[src/rtl/wsrm_pkg.sv]
package wsrm_pkg;

  localparam int unsigned ActionWidth = 2;
  localparam int unsigned IndexWidth  = 5;
  localparam int unsigned SymWidth    = 8;
  localparam int unsigned LenWidth    = 6;

  typedef enum logic [ActionWidth-1:0] {
    ACT_WRITE_PATTERN = 2'd0,
    ACT_BEGIN_TEXT    = 2'd1,
    ACT_TEXT_SYMBOL   = 2'd2,
    ACT_UNUSED        = 2'd3
  } action_e;

  localparam logic [SymWidth-1:0] SYM_ANY  = 8'h2E;
  localparam logic [SymWidth-1:0] SYM_STAR = 8'h2A;

endpackage

[src/rtl/wsrm_in_if.sv]
interface wsrm_in_if;
  logic                                valid;
  logic                                ready;
  logic [wsrm_pkg::ActionWidth-1:0]    action;
  logic [wsrm_pkg::IndexWidth-1:0]     pattern_index;
  logic [wsrm_pkg::SymWidth-1:0]       symbol;

  modport source (output valid, output action, output pattern_index, output symbol,
                  input ready);
  modport sink (input valid, input action, input pattern_index, input symbol,
                output ready);
endinterface

[src/rtl/wsrm_out_if.sv]
interface wsrm_out_if;
  logic valid;
  logic ready;
  logic matched;

  modport source (output valid, output matched, input ready);
  modport sink (input valid, input matched, output ready);
endinterface

[src/rtl/wsrm_cfg_if.sv]
interface wsrm_cfg_if;
  logic                             valid;
  logic                             ready;
  logic [wsrm_pkg::LenWidth-1:0]    data;

  modport source (output valid, output data, input ready);
  modport sink (input valid, input data, output ready);
endinterface

[src/rtl/wildcard_star_regex_matcher.sv]
// A begin or text request passes a start state and then steps through the L positions
// of the pattern in use (L is the pattern length), as one compare unit walks the pattern
// one position per cycle. A pattern write is stored when it is accepted.
// Throughput: one request at a time; the next is taken once the result is delivered.
// Reset clears the length register and the match row; pattern bytes are undefined
// until written.
module wildcard_star_regex_matcher #(
  parameter int unsigned MAX_PATTERN = 32
) (
  input  logic         clk_i,
  input  logic         rst_ni,
  wsrm_cfg_if.sink     cfg_i,
  wsrm_in_if.sink      in_i,
  wsrm_out_if.source   out_o
);

  localparam int unsigned LW = $clog2(MAX_PATTERN + 1);
  localparam int unsigned AW = (MAX_PATTERN > 1) ? $clog2(MAX_PATTERN) : 1;

  localparam logic [1:0] S_IDLE  = 2'd0;
  localparam logic [1:0] S_START = 2'd1;
  localparam logic [1:0] S_STEP  = 2'd2;
  localparam logic [1:0] S_OUT   = 2'd3;

  logic [1:0]                      state_q, state_d;
  logic [wsrm_pkg::LenWidth-1:0]   len_cfg_q;
  logic [LW-1:0]                   used_len;
  logic [LW-1:0]                   pos_q, pos_d;
  logic [MAX_PATTERN:0]            row_q, row_d;
  logic                            first_q, first_d;
  logic [wsrm_pkg::SymWidth-1:0]   sym_q, sym_d;
  logic                            old_prev_q, old_prev_d;
  logic                            new_m1_q, new_m1_d;
  logic                            new_m2_q, new_m2_d;
  logic [wsrm_pkg::SymWidth-1:0]   prev_pat_q, prev_pat_d;
  logic                            matched_q, matched_d;
  logic [wsrm_pkg::SymWidth-1:0]   mem [MAX_PATTERN];
  logic [wsrm_pkg::SymWidth-1:0]   rd_q;
  logic [AW-1:0]                   rd_addr;
  logic                            in_fire;
  logic                            mem_we;
  logic                            next_bit;
  logic                            fits_cur;
  logic                            fits_prev;

  assign cfg_i.ready   = (state_q == S_IDLE);
  assign in_i.ready    = (state_q == S_IDLE);
  assign out_o.valid   = (state_q == S_OUT);
  assign out_o.matched = matched_q;

  assign in_fire  = in_i.valid && in_i.ready;
  assign mem_we   = in_fire && (in_i.action == wsrm_pkg::ACT_WRITE_PATTERN) &&
                    (32'(in_i.pattern_index) < MAX_PATTERN);
  assign used_len = (32'(len_cfg_q) > MAX_PATTERN) ? LW'(MAX_PATTERN) : LW'(len_cfg_q);
  assign rd_addr  = (state_q == S_STEP) ? pos_q[AW-1:0] : '0;

  assign fits_cur  = (rd_q == wsrm_pkg::SYM_ANY) || (rd_q == sym_q);
  assign fits_prev = (prev_pat_q == wsrm_pkg::SYM_ANY) || (prev_pat_q == sym_q);

  always_comb begin
    if (rd_q != wsrm_pkg::SYM_STAR) begin
      next_bit = !first_q && old_prev_q && fits_cur;
    end else if (pos_q > LW'(1)) begin
      next_bit = new_m2_q || (!first_q && row_q[pos_q] && fits_prev);
    end else begin
      next_bit = 1'b0;
    end
  end

  always_comb begin
    state_d    = state_q;
    pos_d      = pos_q;
    row_d      = row_q;
    first_d    = first_q;
    sym_d      = sym_q;
    old_prev_d = old_prev_q;
    new_m1_d   = new_m1_q;
    new_m2_d   = new_m2_q;
    prev_pat_d = prev_pat_q;
    matched_d  = matched_q;
    case (state_q)
      S_IDLE: begin
        if (in_fire && (in_i.action == wsrm_pkg::ACT_BEGIN_TEXT ||
                        in_i.action == wsrm_pkg::ACT_TEXT_SYMBOL)) begin
          first_d = (in_i.action == wsrm_pkg::ACT_BEGIN_TEXT);
          sym_d   = in_i.symbol;
          state_d = S_START;
        end
      end
      S_START: begin
        for (int i = 1; i <= MAX_PATTERN; i++) begin
          if (i > int'(used_len)) begin
            row_d[i] = 1'b0;
          end
        end
        row_d[0]   = first_q;
        old_prev_d = row_q[0];
        new_m1_d   = first_q;
        new_m2_d   = 1'b0;
        pos_d      = LW'(1);
        if (used_len == '0) begin
          matched_d = first_q;
          state_d   = S_OUT;
        end else begin
          state_d = S_STEP;
        end
      end
      S_STEP: begin
        row_d[pos_q] = next_bit;
        old_prev_d   = row_q[pos_q];
        new_m2_d     = new_m1_q;
        new_m1_d     = next_bit;
        prev_pat_d   = rd_q;
        if (pos_q == used_len) begin
          matched_d = next_bit;
          state_d   = S_OUT;
        end else begin
          pos_d = pos_q + LW'(1);
        end
      end
      S_OUT: begin
        if (out_o.ready) begin
          state_d = S_IDLE;
        end
      end
      default: begin
        state_d = S_IDLE;
      end
    endcase
  end

  always_ff @(posedge clk_i or negedge rst_ni) begin
    if (!rst_ni) begin
      state_q   <= S_IDLE;
      len_cfg_q <= '0;
      row_q     <= '0;
    end else begin
      state_q <= state_d;
      row_q   <= row_d;
      if (cfg_i.valid && cfg_i.ready) begin
        len_cfg_q <= cfg_i.data;
      end
    end
  end

  always_ff @(posedge clk_i) begin
    pos_q      <= pos_d;
    first_q    <= first_d;
    sym_q      <= sym_d;
    old_prev_q <= old_prev_d;
    new_m1_q   <= new_m1_d;
    new_m2_q   <= new_m2_d;
    prev_pat_q <= prev_pat_d;
    matched_q  <= matched_d;
  end

  always_ff @(posedge clk_i) begin
    if (mem_we) begin
      mem[AW'(in_i.pattern_index)] <= in_i.symbol;
    end
    rd_q <= mem[rd_addr];
  end

  a_no_accept_while_busy: assert property (@(posedge clk_i) disable iff (!rst_ni)
    out_o.valid |-> !in_i.ready && !cfg_i.ready)
    else $error("request accepted while a result is pending");

  a_result_after_walk: assert property (@(posedge clk_i) disable iff (!rst_ni)
    $rose(out_o.valid) |-> ($past(state_q) == S_STEP || $past(state_q) == S_START))
    else $error("result raised without a pattern walk");

  a_pos_in_range: assert property (@(posedge clk_i) disable iff (!rst_ni)
    (state_q == S_STEP) |-> (pos_q != '0 && pos_q <= used_len))
    else $error("pattern position out of range");

  a_step_advances: assert property (@(posedge clk_i) disable iff (!rst_ni)
    (state_q == S_STEP && pos_q != used_len) |=> (state_q == S_STEP &&
      pos_q == $past(pos_q) + LW'(1)))
    else $error("pattern walk skipped a position");

endmodule
[src/flat_wrapper.sv]
// flat-port wrapper written by rule: the top's interface ports become plain ports
module wildcard_star_regex_matcher_flat 
#(
  parameter int unsigned MAX_PATTERN = 32
)
  (clk_i, rst_ni, cfg_i_valid, cfg_i_data, cfg_i_ready, in_i_valid, in_i_action, in_i_pattern_index, in_i_symbol, in_i_ready, out_o_valid, out_o_matched, out_o_ready);
  wsrm_cfg_if cfg_i_i ();
  wsrm_in_if in_i_i ();
  wsrm_out_if out_o_i ();
  input  logic clk_i;
  input  logic rst_ni;
  input wire logic [$bits(cfg_i_i.valid)-1:0] cfg_i_valid;
  input wire logic [$bits(cfg_i_i.data)-1:0] cfg_i_data;
  output wire logic [$bits(cfg_i_i.ready)-1:0] cfg_i_ready;
  input wire logic [$bits(in_i_i.valid)-1:0] in_i_valid;
  input wire logic [$bits(in_i_i.action)-1:0] in_i_action;
  input wire logic [$bits(in_i_i.pattern_index)-1:0] in_i_pattern_index;
  input wire logic [$bits(in_i_i.symbol)-1:0] in_i_symbol;
  output wire logic [$bits(in_i_i.ready)-1:0] in_i_ready;
  output wire logic [$bits(out_o_i.valid)-1:0] out_o_valid;
  output wire logic [$bits(out_o_i.matched)-1:0] out_o_matched;
  input wire logic [$bits(out_o_i.ready)-1:0] out_o_ready;
  assign cfg_i_i.valid = cfg_i_valid;
  assign cfg_i_i.data = cfg_i_data;
  assign cfg_i_ready = cfg_i_i.ready;
  assign in_i_i.valid = in_i_valid;
  assign in_i_i.action = in_i_action;
  assign in_i_i.pattern_index = in_i_pattern_index;
  assign in_i_i.symbol = in_i_symbol;
  assign in_i_ready = in_i_i.ready;
  assign out_o_valid = out_o_i.valid;
  assign out_o_matched = out_o_i.matched;
  assign out_o_i.ready = out_o_ready;
  wildcard_star_regex_matcher #(.MAX_PATTERN(MAX_PATTERN)) u_core (.clk_i(clk_i), .rst_ni(rst_ni), .cfg_i(cfg_i_i), .in_i(in_i_i), .out_o(out_o_i));
endmodule
[config.mk]
export PLATFORM = sky130hd
export DESIGN_NAME = wildcard_star_regex_matcher_flat
export DESIGN_NICKNAME = d
export VERILOG_FILES = /design/src/rtl/wsrm_pkg.sv /design/src/rtl/wsrm_in_if.sv /design/src/rtl/wsrm_out_if.sv /design/src/rtl/wsrm_cfg_if.sv /design/src/rtl/wildcard_star_regex_matcher.sv /design/src/flat_wrapper.sv
export SDC_FILE = /design/constraint.sdc
export NUM_CORES = 1
export LEC_CHECK = 0
export ABC_CLOCK_PERIOD_IN_PS = 3200
export BUFFER_PORTS_ARGS = -buffer_cell sky130_fd_sc_hd__buf_2
export CAP_MARGIN = 30
export CORE_MARGIN = 1.5
export CORE_UTILIZATION = 63
export DETAILED_ROUTE_END_ITERATION = 10
export GPL_TIMING_DRIVEN = 0
export PLACE_DENSITY = 0.8
export SLEW_MARGIN = 20
export SYNTH_ARGS = -nofsm -noshare
export SYNTH_HDL_FRONTEND = slang
export SYNTH_SLANG_ARGS = --single-unit
[constraint.sdc]
create_clock -name clk_i -period 3.2 [get_ports clk_i]
set_clock_uncertainty 0.2 [all_clocks]
set_input_delay 0.64 -clock clk_i [delete_from_list [all_inputs] [get_ports clk_i]]
set_output_delay 0.64 -clock clk_i [all_outputs]
set_load 0.005 [all_outputs]
==> results.md, run 1 <==
- Least-Margin Pin Slew: 0.985 ns
- Initial Util: approximately 64%
- DP Cell Count: 1421
- Peak Freq: between 300 and 400 MHz
- Post-route ant nets: 0
- Slowest stage delay, CP: 0.73 ns
- Yosys warning count: 0
- Pleak: 5.68 nW
- Vias in the first global route: ~9900
- WP buf/inv: 1
- Crit path max fanout: 8
- Setup CP Type: flip-flop to flip-flop
- Crit share post-route: 101%
- Maximum number of pins on one net before global-route repair: 42
- Failing checks: negative setup slack
- Crit path depth: 6
- CP required: roughly 3.1 ns
- Clk Latency, worst-skew pair: 0.51 ns
- FP Rows: between 50 and 60
- Unrepaired setup endpoints after global routing: yes
- Most instantiated library cell after synthesis: edfxtp_1
- Crit path cell chain: inv_1 > ha_1 > nand3_1 > nor2_1 > nand2_1 > nor2_1
- GP Congestion: between 0.9 and 1
- Most area-hungry cell type in the Yosys netlist: edfxtp_1
- Synth top cells by count: edfxtp_1, o21ai_0, nand2_1
- CP max stage cell: nor2_1
- Final hold vios: 0
- CP endpoint kind: flip-flop
- Die W: 157 um
- Hold Path Class: primary input to flip-flop
- Final-report setup violation count: 8
- CTS tree: built
- Hold Path Stages: 2
- Num CTS Buffers: 34
- Buffers on Ports: 29
- Max-cap viol count: 0
- Syn Inst Count: 1072
- Top cell type's share of synthesized area: between 50% and 60%
- Filler cells: about 1500
- Status: complete, but fails checks
- H-tree lvl count: 2
- Worst Path Arrival: around 3.1 ns
- Top cells by area, synth: edfxtp_1, dfrtp_1, mux4_2
- Post-layout net count: approximately 1200
- Syn_area_per_cell: 13.9 um2
- Vias: ~10000
- Distinct cells, synth: between 60 and 70
- PwrDens: 850 nW/um2
- PnR Total Power: around 14 mW
- GRT Total Usage: 34.9%
- Slew HR: between 30% and 40%
- Yosys reg bits: around 330
- Mapped Area: 14900 um2
- Final worst setup slack: -0.0163 ns
- Share of cells above drive strength 1: approximately a fifth
- Post-synth EDFFs: 283
- Worst vdd ir: about 0.63 mV
- Slew Limit Fails: 0
- Hpwl dp: around 28000 um
- # DRC: 0
- Drt wl/cell: 28.1 um
- DRT iter0 DRCs: 1309
- R2R depth: 6
- Cell repeated most along the worst path: nor2_1
- Vias per inst: ~6.9
- CTS Sinks: approximately 330
- 1st-pass router iterations: 6
- Seq/Total Area, Yosys: between 60% and 70%
- DIE HEIGHT: 157 um
- Clock buffer depth: 3
- Area of the die: about 25000 um2
- R2R setup slack: -0.02 ns
- Minimum clock period: 3.22 ns
- Post-Syn Nets: about 1100
- Core area: between 20000 and 25000 um2
- Asr flop ratio synth: around an eighth
- IO Pins: 30
- Drt total wl: between 40000 and 50000 um
- Initial antenna violation count: 2
- Clock slew at reported path FFs: about 0.06 ns
- Total grt overflow: 0
- First-pass GRT wire length: just over 60000 um
- Setup crit start kind: flip-flop
- Area Overhead vs Synth: 12.8%
- Family with the most delay on the worst path: simple AND/OR/NAND/NOR gates
- Most used DFF post-synth: edfxtp_1
- Clk root buf: clkbuf_16
- Non-filler instance count after layout: between 1000 and 1500
- Ant diodes: 0
## what timing repair did
item | in CTS | in global routing
resized for setup | 24 | 50
pin swaps | 0 | 1
setup endpoints to repair | 114 | 297
hold endpoints to repair | 0 | 17
buffers inserted | 0 | 14
hold buffers | 0 | 1
## area by class of cell
cell class                      count  area, um2  share of cell area [%]
Sequential cell                   332       9680                    57.5
Multi-Input combinational cell    652       5030                    29.9
Clock buffer                       43        895                    5.31
Buffer                             75        400                    2.38
Tap cell                          319        399                    2.37
Timing Repair Buffer               46        285                    1.69
Clock inverter                     14        105                   0.624
Inverter                           11       41.3                   0.245
## registers in the layout, indices dropped and copies added, names as in the netlist
signal                cells
u_core.new_m2_q           1
u_core.mem              256
u_core.row_q             33
u_core.rd_q               8
u_core.old_prev_q         1
u_core.len_cfg_q          6
u_core.new_m1_q           1
u_core.prev_pat_q         8
u_core.first_q            1
u_core.out_o.matched      1
u_core.state_q            2
u_core.sym_q              8
u_core.pos_q              6
## through the flow
stage | utilization [%] | setup TNS, ns | worst slack (ns) | hold WS [ns] | instance area [um2]
after floorplan | - | 0 | 0.348 | 0.144 | 14900
after global placement | 66.3 | -8.75 | -0.372 | 0.269 | 15500
after detailed placement | 66.4 | -11.42 | -0.452 | 0.270 | 15500
after CTS | 70.9 | -8.54 | -0.104 | 0.111 | 16500
after global routing | 72.2 | -15.90 | -0.203 | 0.169 | 16800
final | 72.2 | -0.0893 | -0.0163 | 0.166 | 16800
## final timing paths
| path | end | from |
|---|---|---|
| max | u_core.mem[17][0]$_DFFE_PP_ | u_core.state_q[0]$_DFFE_PN0P_ |
| min | u_core.len_cfg_q[2]$_DFFE_PN0P_ | cfg_i_data[2] |
| max reg2reg | u_core.mem[17][0]$_DFFE_PP_ | u_core.state_q[0]$_DFFE_PN0P_ |
| min reg2reg | u_core.prev_pat_q[5]$_DFFE_PN_ | u_core.rd_q[5]$_DFF_P_ |
| max in group asynchronous | u_core.len_cfg_q[0]$_DFFE_PN0P_ | rst_ni |
| min in group asynchronous | u_core.row_q[14]$_DFFE_PN0P_ | rst_ni |
## power breakdown
| part | switching, mW | internal (mW) |
|---|---|---|
| clock | 1.58 | 2.06 |
| sequential | 0.243 | 5.02 |
| combinational | 3.40 | 2.00 |
| total | 5.22 | 9.08 |
## cells by family after synthesis
logic type               count (synthesis)  share of synthesized area, %
flip-flops                             332                          64.9
AND/OR/NAND/NOR                        276                          9.23
AO/OA/AOI/OAI                          269                          11.6
buffers and inverters                   88                          2.86
multiplexers                            76                          9.42
XOR/XNOR                                22                          1.29
adder cells (fa/ha/maj)                  9                         0.754
## placed cells by master, fill, tap and decap left out, types with 26 or more instances in the layout
cell type	n
clkbuf_16	34
nor2_1	42
o21ai_0	98
mux4_2	42
dfrtp_1	41
o22ai_1	36
o221ai_1	34
clkbuf_1	45
a22oi_1	26
edfxtp_1	283
nand2_1	89
buf_2	49
## per-layer routing
layer,up-vias,part of all wire (%),track usage [%]
li1,4353,-,-
met1,5035,37,47.5
met2,761,48,55.3
met3,135,11,7.65
met4,2,4.5,14.4
met5,-,0.031,0
No activity file was read; power rests on OpenSTA's default activity.
==> run 2: changes to the inputs <==
--- a/config.mk
+++ b/config.mk
@@ -9,10 +9,9 @@
 export BUFFER_PORTS_ARGS = -buffer_cell sky130_fd_sc_hd__buf_2
 export CAP_MARGIN = 30
 export CORE_MARGIN = 1.5
-export CORE_UTILIZATION = 63
+export CORE_UTILIZATION = 40
 export DETAILED_ROUTE_END_ITERATION = 10
 export GPL_TIMING_DRIVEN = 0
-export PLACE_DENSITY = 0.8
 export SLEW_MARGIN = 20
 export SYNTH_ARGS = -nofsm -noshare
 export SYNTH_HDL_FRONTEND = slang
==> run 2 against run 1 <==
  * Power grew 2.6%
  * Maximum frequency grew 2.6%
  * Final cell count grew 10%
  * Critical endpoint is now u_core.rd_q[2]$_DFF_P_
  * The run now ends clean
  * Via count shrank 3.8%
  * Sequential power is essentially flat
  * Critical path type unchanged
==> results.md, run 2 (synthesis results as in run 1) <==
- NetSw: around 5.3 mW
- Pleak: 5.75 nW
- # DRC: 0
- Switching Fraction: 36.3%
- Setup CP Type: flip-flop to flip-flop
- Final hold vios: 0
- Metal-1 WL: roughly 18000 um
- DIE HEIGHT: between 150 and 200 um
- Slew HR: about 29%
- Crit path max fanout: 19
- Max-cap viol count: 0
- Area Overhead vs Synth: 15.1%
- Vias per inst: between 6 and 7
- Final worst setup slack: roughly 0.066 ns
- CTS Sinks: 332
- Initial Util: between 40% and 50%
- Most frequent cells in the layout: edfxtp_1, o21ai_0, nand2_1
- Drt wl/cell: roughly 26 um
- Hold Path Stages: 2
- Worst Path Arrival: roughly 3.4 ns
- Drt total wl: around 42000 um
- GP Congestion: just under 1
- Biggest register: u_core.mem
- Least-Margin Pin Slew: 1.07 ns
- Initial antenna violation count: 0
- GRT Total Usage: roughly 22%
- Routed wl met2: just under 20000 um
- Clock share of power: 27.6%
- Core area: between 30000 and 40000 um2
- CP endpoint kind: flip-flop
- Clock buffer depth: 3
- Int Pwr: between 9 and 10 mW
- Clk Latency, worst-skew pair: around 0.56 ns
- Uppermost routed layer: met4
- Vias in the first global route: ~10000
- IO Pins: 30
- CTS tree: built
- Die W: about 200 um
- Setup TNS: 0 ns
- H-tree lvl count: 2
- Hold slack: approximately 0.13 ns
- Clk root buf: clkbuf_16
- CP required: about 3.4 ns
- Final-report setup violation count: 0
- R2R depth: 8
- FP Rows: 70
- First-pass GRT wire length: ~63000 um
- Status: finished clean
- Clock slew at reported path FFs: about 0.060 ns
- Slew Limit Fails: 0
- Post-layout net count: roughly 1200
- Num CTS Buffers: 37
- 1st-pass router iterations: 5
- Area of the die: slightly below 40000 um2
- Minimum clock period: approximately 3.1 ns
- Maximum number of pins on one net before global-route repair: 34
- PwrDens: roughly 850 nW/um2
- Number of flip-flops in the largest register: about 260
- Post-Place Worst Slack: -0.575 ns
- Hold Path Class: primary input to flip-flop
- Post-route ant nets: 0
- Peak Freq: between 300 and 400 MHz
- Total grt overflow: 0
- WL met3: ~3100 um
- Sequential power share: between 30% and 40%
- Crit share post-route: about 98%
- Hpwl dp: 28100 um
- Top flop regs: u_core.mem: 256 flops, u_core.row_q: 33 flops
- R2R setup slack: 0.07 ns
- Worst vdd ir: 0.533 mV
- Setup crit start kind: flip-flop
- DRT iter0 DRCs: 913
- Vias: approximately 9900
- Combinational Power Share: approximately 36%
- Share of cells above drive strength 1: a little under 20%
- Buffers on Ports: 29
- Commonest non-fill, non-tap cell in the layout: edfxtp_1
[run 2: changes by cell type in the layout (fill, tap and decap cells not counted), sizes merged]
| cell | before | now |
|---|---|---|
| clkbuf | 87 | 94 |
| bufinv | 1 | 0 |
| diode | 0 | 1 |
| buf | 76 | 70 |
[run 2: final timing paths]
kind,endpoint,from
worst max-delay path,u_core.rd_q[2]$_DFF_P_,u_core.state_q[0]$_DFFE_PN0P_
worst max register to register,u_core.rd_q[2]$_DFF_P_,u_core.state_q[0]$_DFFE_PN0P_
worst min-delay path,u_core.len_cfg_q[5]$_DFFE_PN0P_,cfg_i_data[5]
min in group asynchronous,u_core.row_q[24]$_DFFE_PN0P_,rst_ni
worst min register to register,u_core.prev_pat_q[5]$_DFFE_PN_,u_core.rd_q[5]$_DFF_P_
max in group asynchronous,u_core.len_cfg_q[0]$_DFFE_PN0P_,rst_ni
[run 2: power by group through the flow]
| stage | clock network, mW | registers, mW | logic [mW] |
|---|---|---|---|
| 6_report | 4.06 | 5.29 | 5.32 |
| 5_1_grt | 4.28 | 5.32 | 5.67 |
| 4_1_cts | 4.12 | 5.28 | 5.18 |
| 3_5_place_dp | 0 | 5.37 | 5.10 |
| 3_3_place_gp | 0 | 5.36 | 5.10 |
| 2_1_floorplan | 0 | 5.26 | 3.38 |
[run 2: timing repair]
| item | 4_1_cts | 5_1_grt |
|---|---|---|
| buffers inserted | 1 | 5 |
| gates resized for setup | 20 | 58 |
| hold buffers | 1 | 0 |
| endpoints found under the setup margin | 241 | 299 |
| pin swaps | 0 | 2 |
| hold endpoints to repair | 20 | 0 |
[run 2: final cells by class]
cell class,count,area (um2)
plain buffers,75,405
clock inverters,13,86.3
inverters,11,41.3
well taps,468,586
diodes,1,2.50
fillers,3228,19500
clock buffers,52,1070
repair buffers,38,258
multi-input cells,652,5050
flip-flops and latches,332,9680
[run 2: worst max-delay path, stage by stage, from the launching register on]
cell and delay, ns:
dfrtp_1 0.40, inv_1 0.12, ha_4 0.19, buf_6 0.15
nand2_4 0.18, buf_8 0.23, mux4_1 0.67, mux4_2 0.52
mux2_2 0.31
[run 2: metrics by stage]
step                      power, mW  instance area (um2)  utilization [%]  std cells
after floorplan                8.65                14900                -       1072
final                          14.7                17200             46.8       1642
after CTS                      14.6                16900             46.1       1637
after global routing           15.3                17200             46.8       1641
after detailed placement       10.5                15700             42.8       1571
after global placement         10.5                15700             42.7       1569
[run 2: per-layer routing]
layer  track usage [%]  vias up
li1                  -     4359
met3              4.62       94
met5                 0        -
met2              35.0      446
met4              7.69        0
met1              30.4     4997
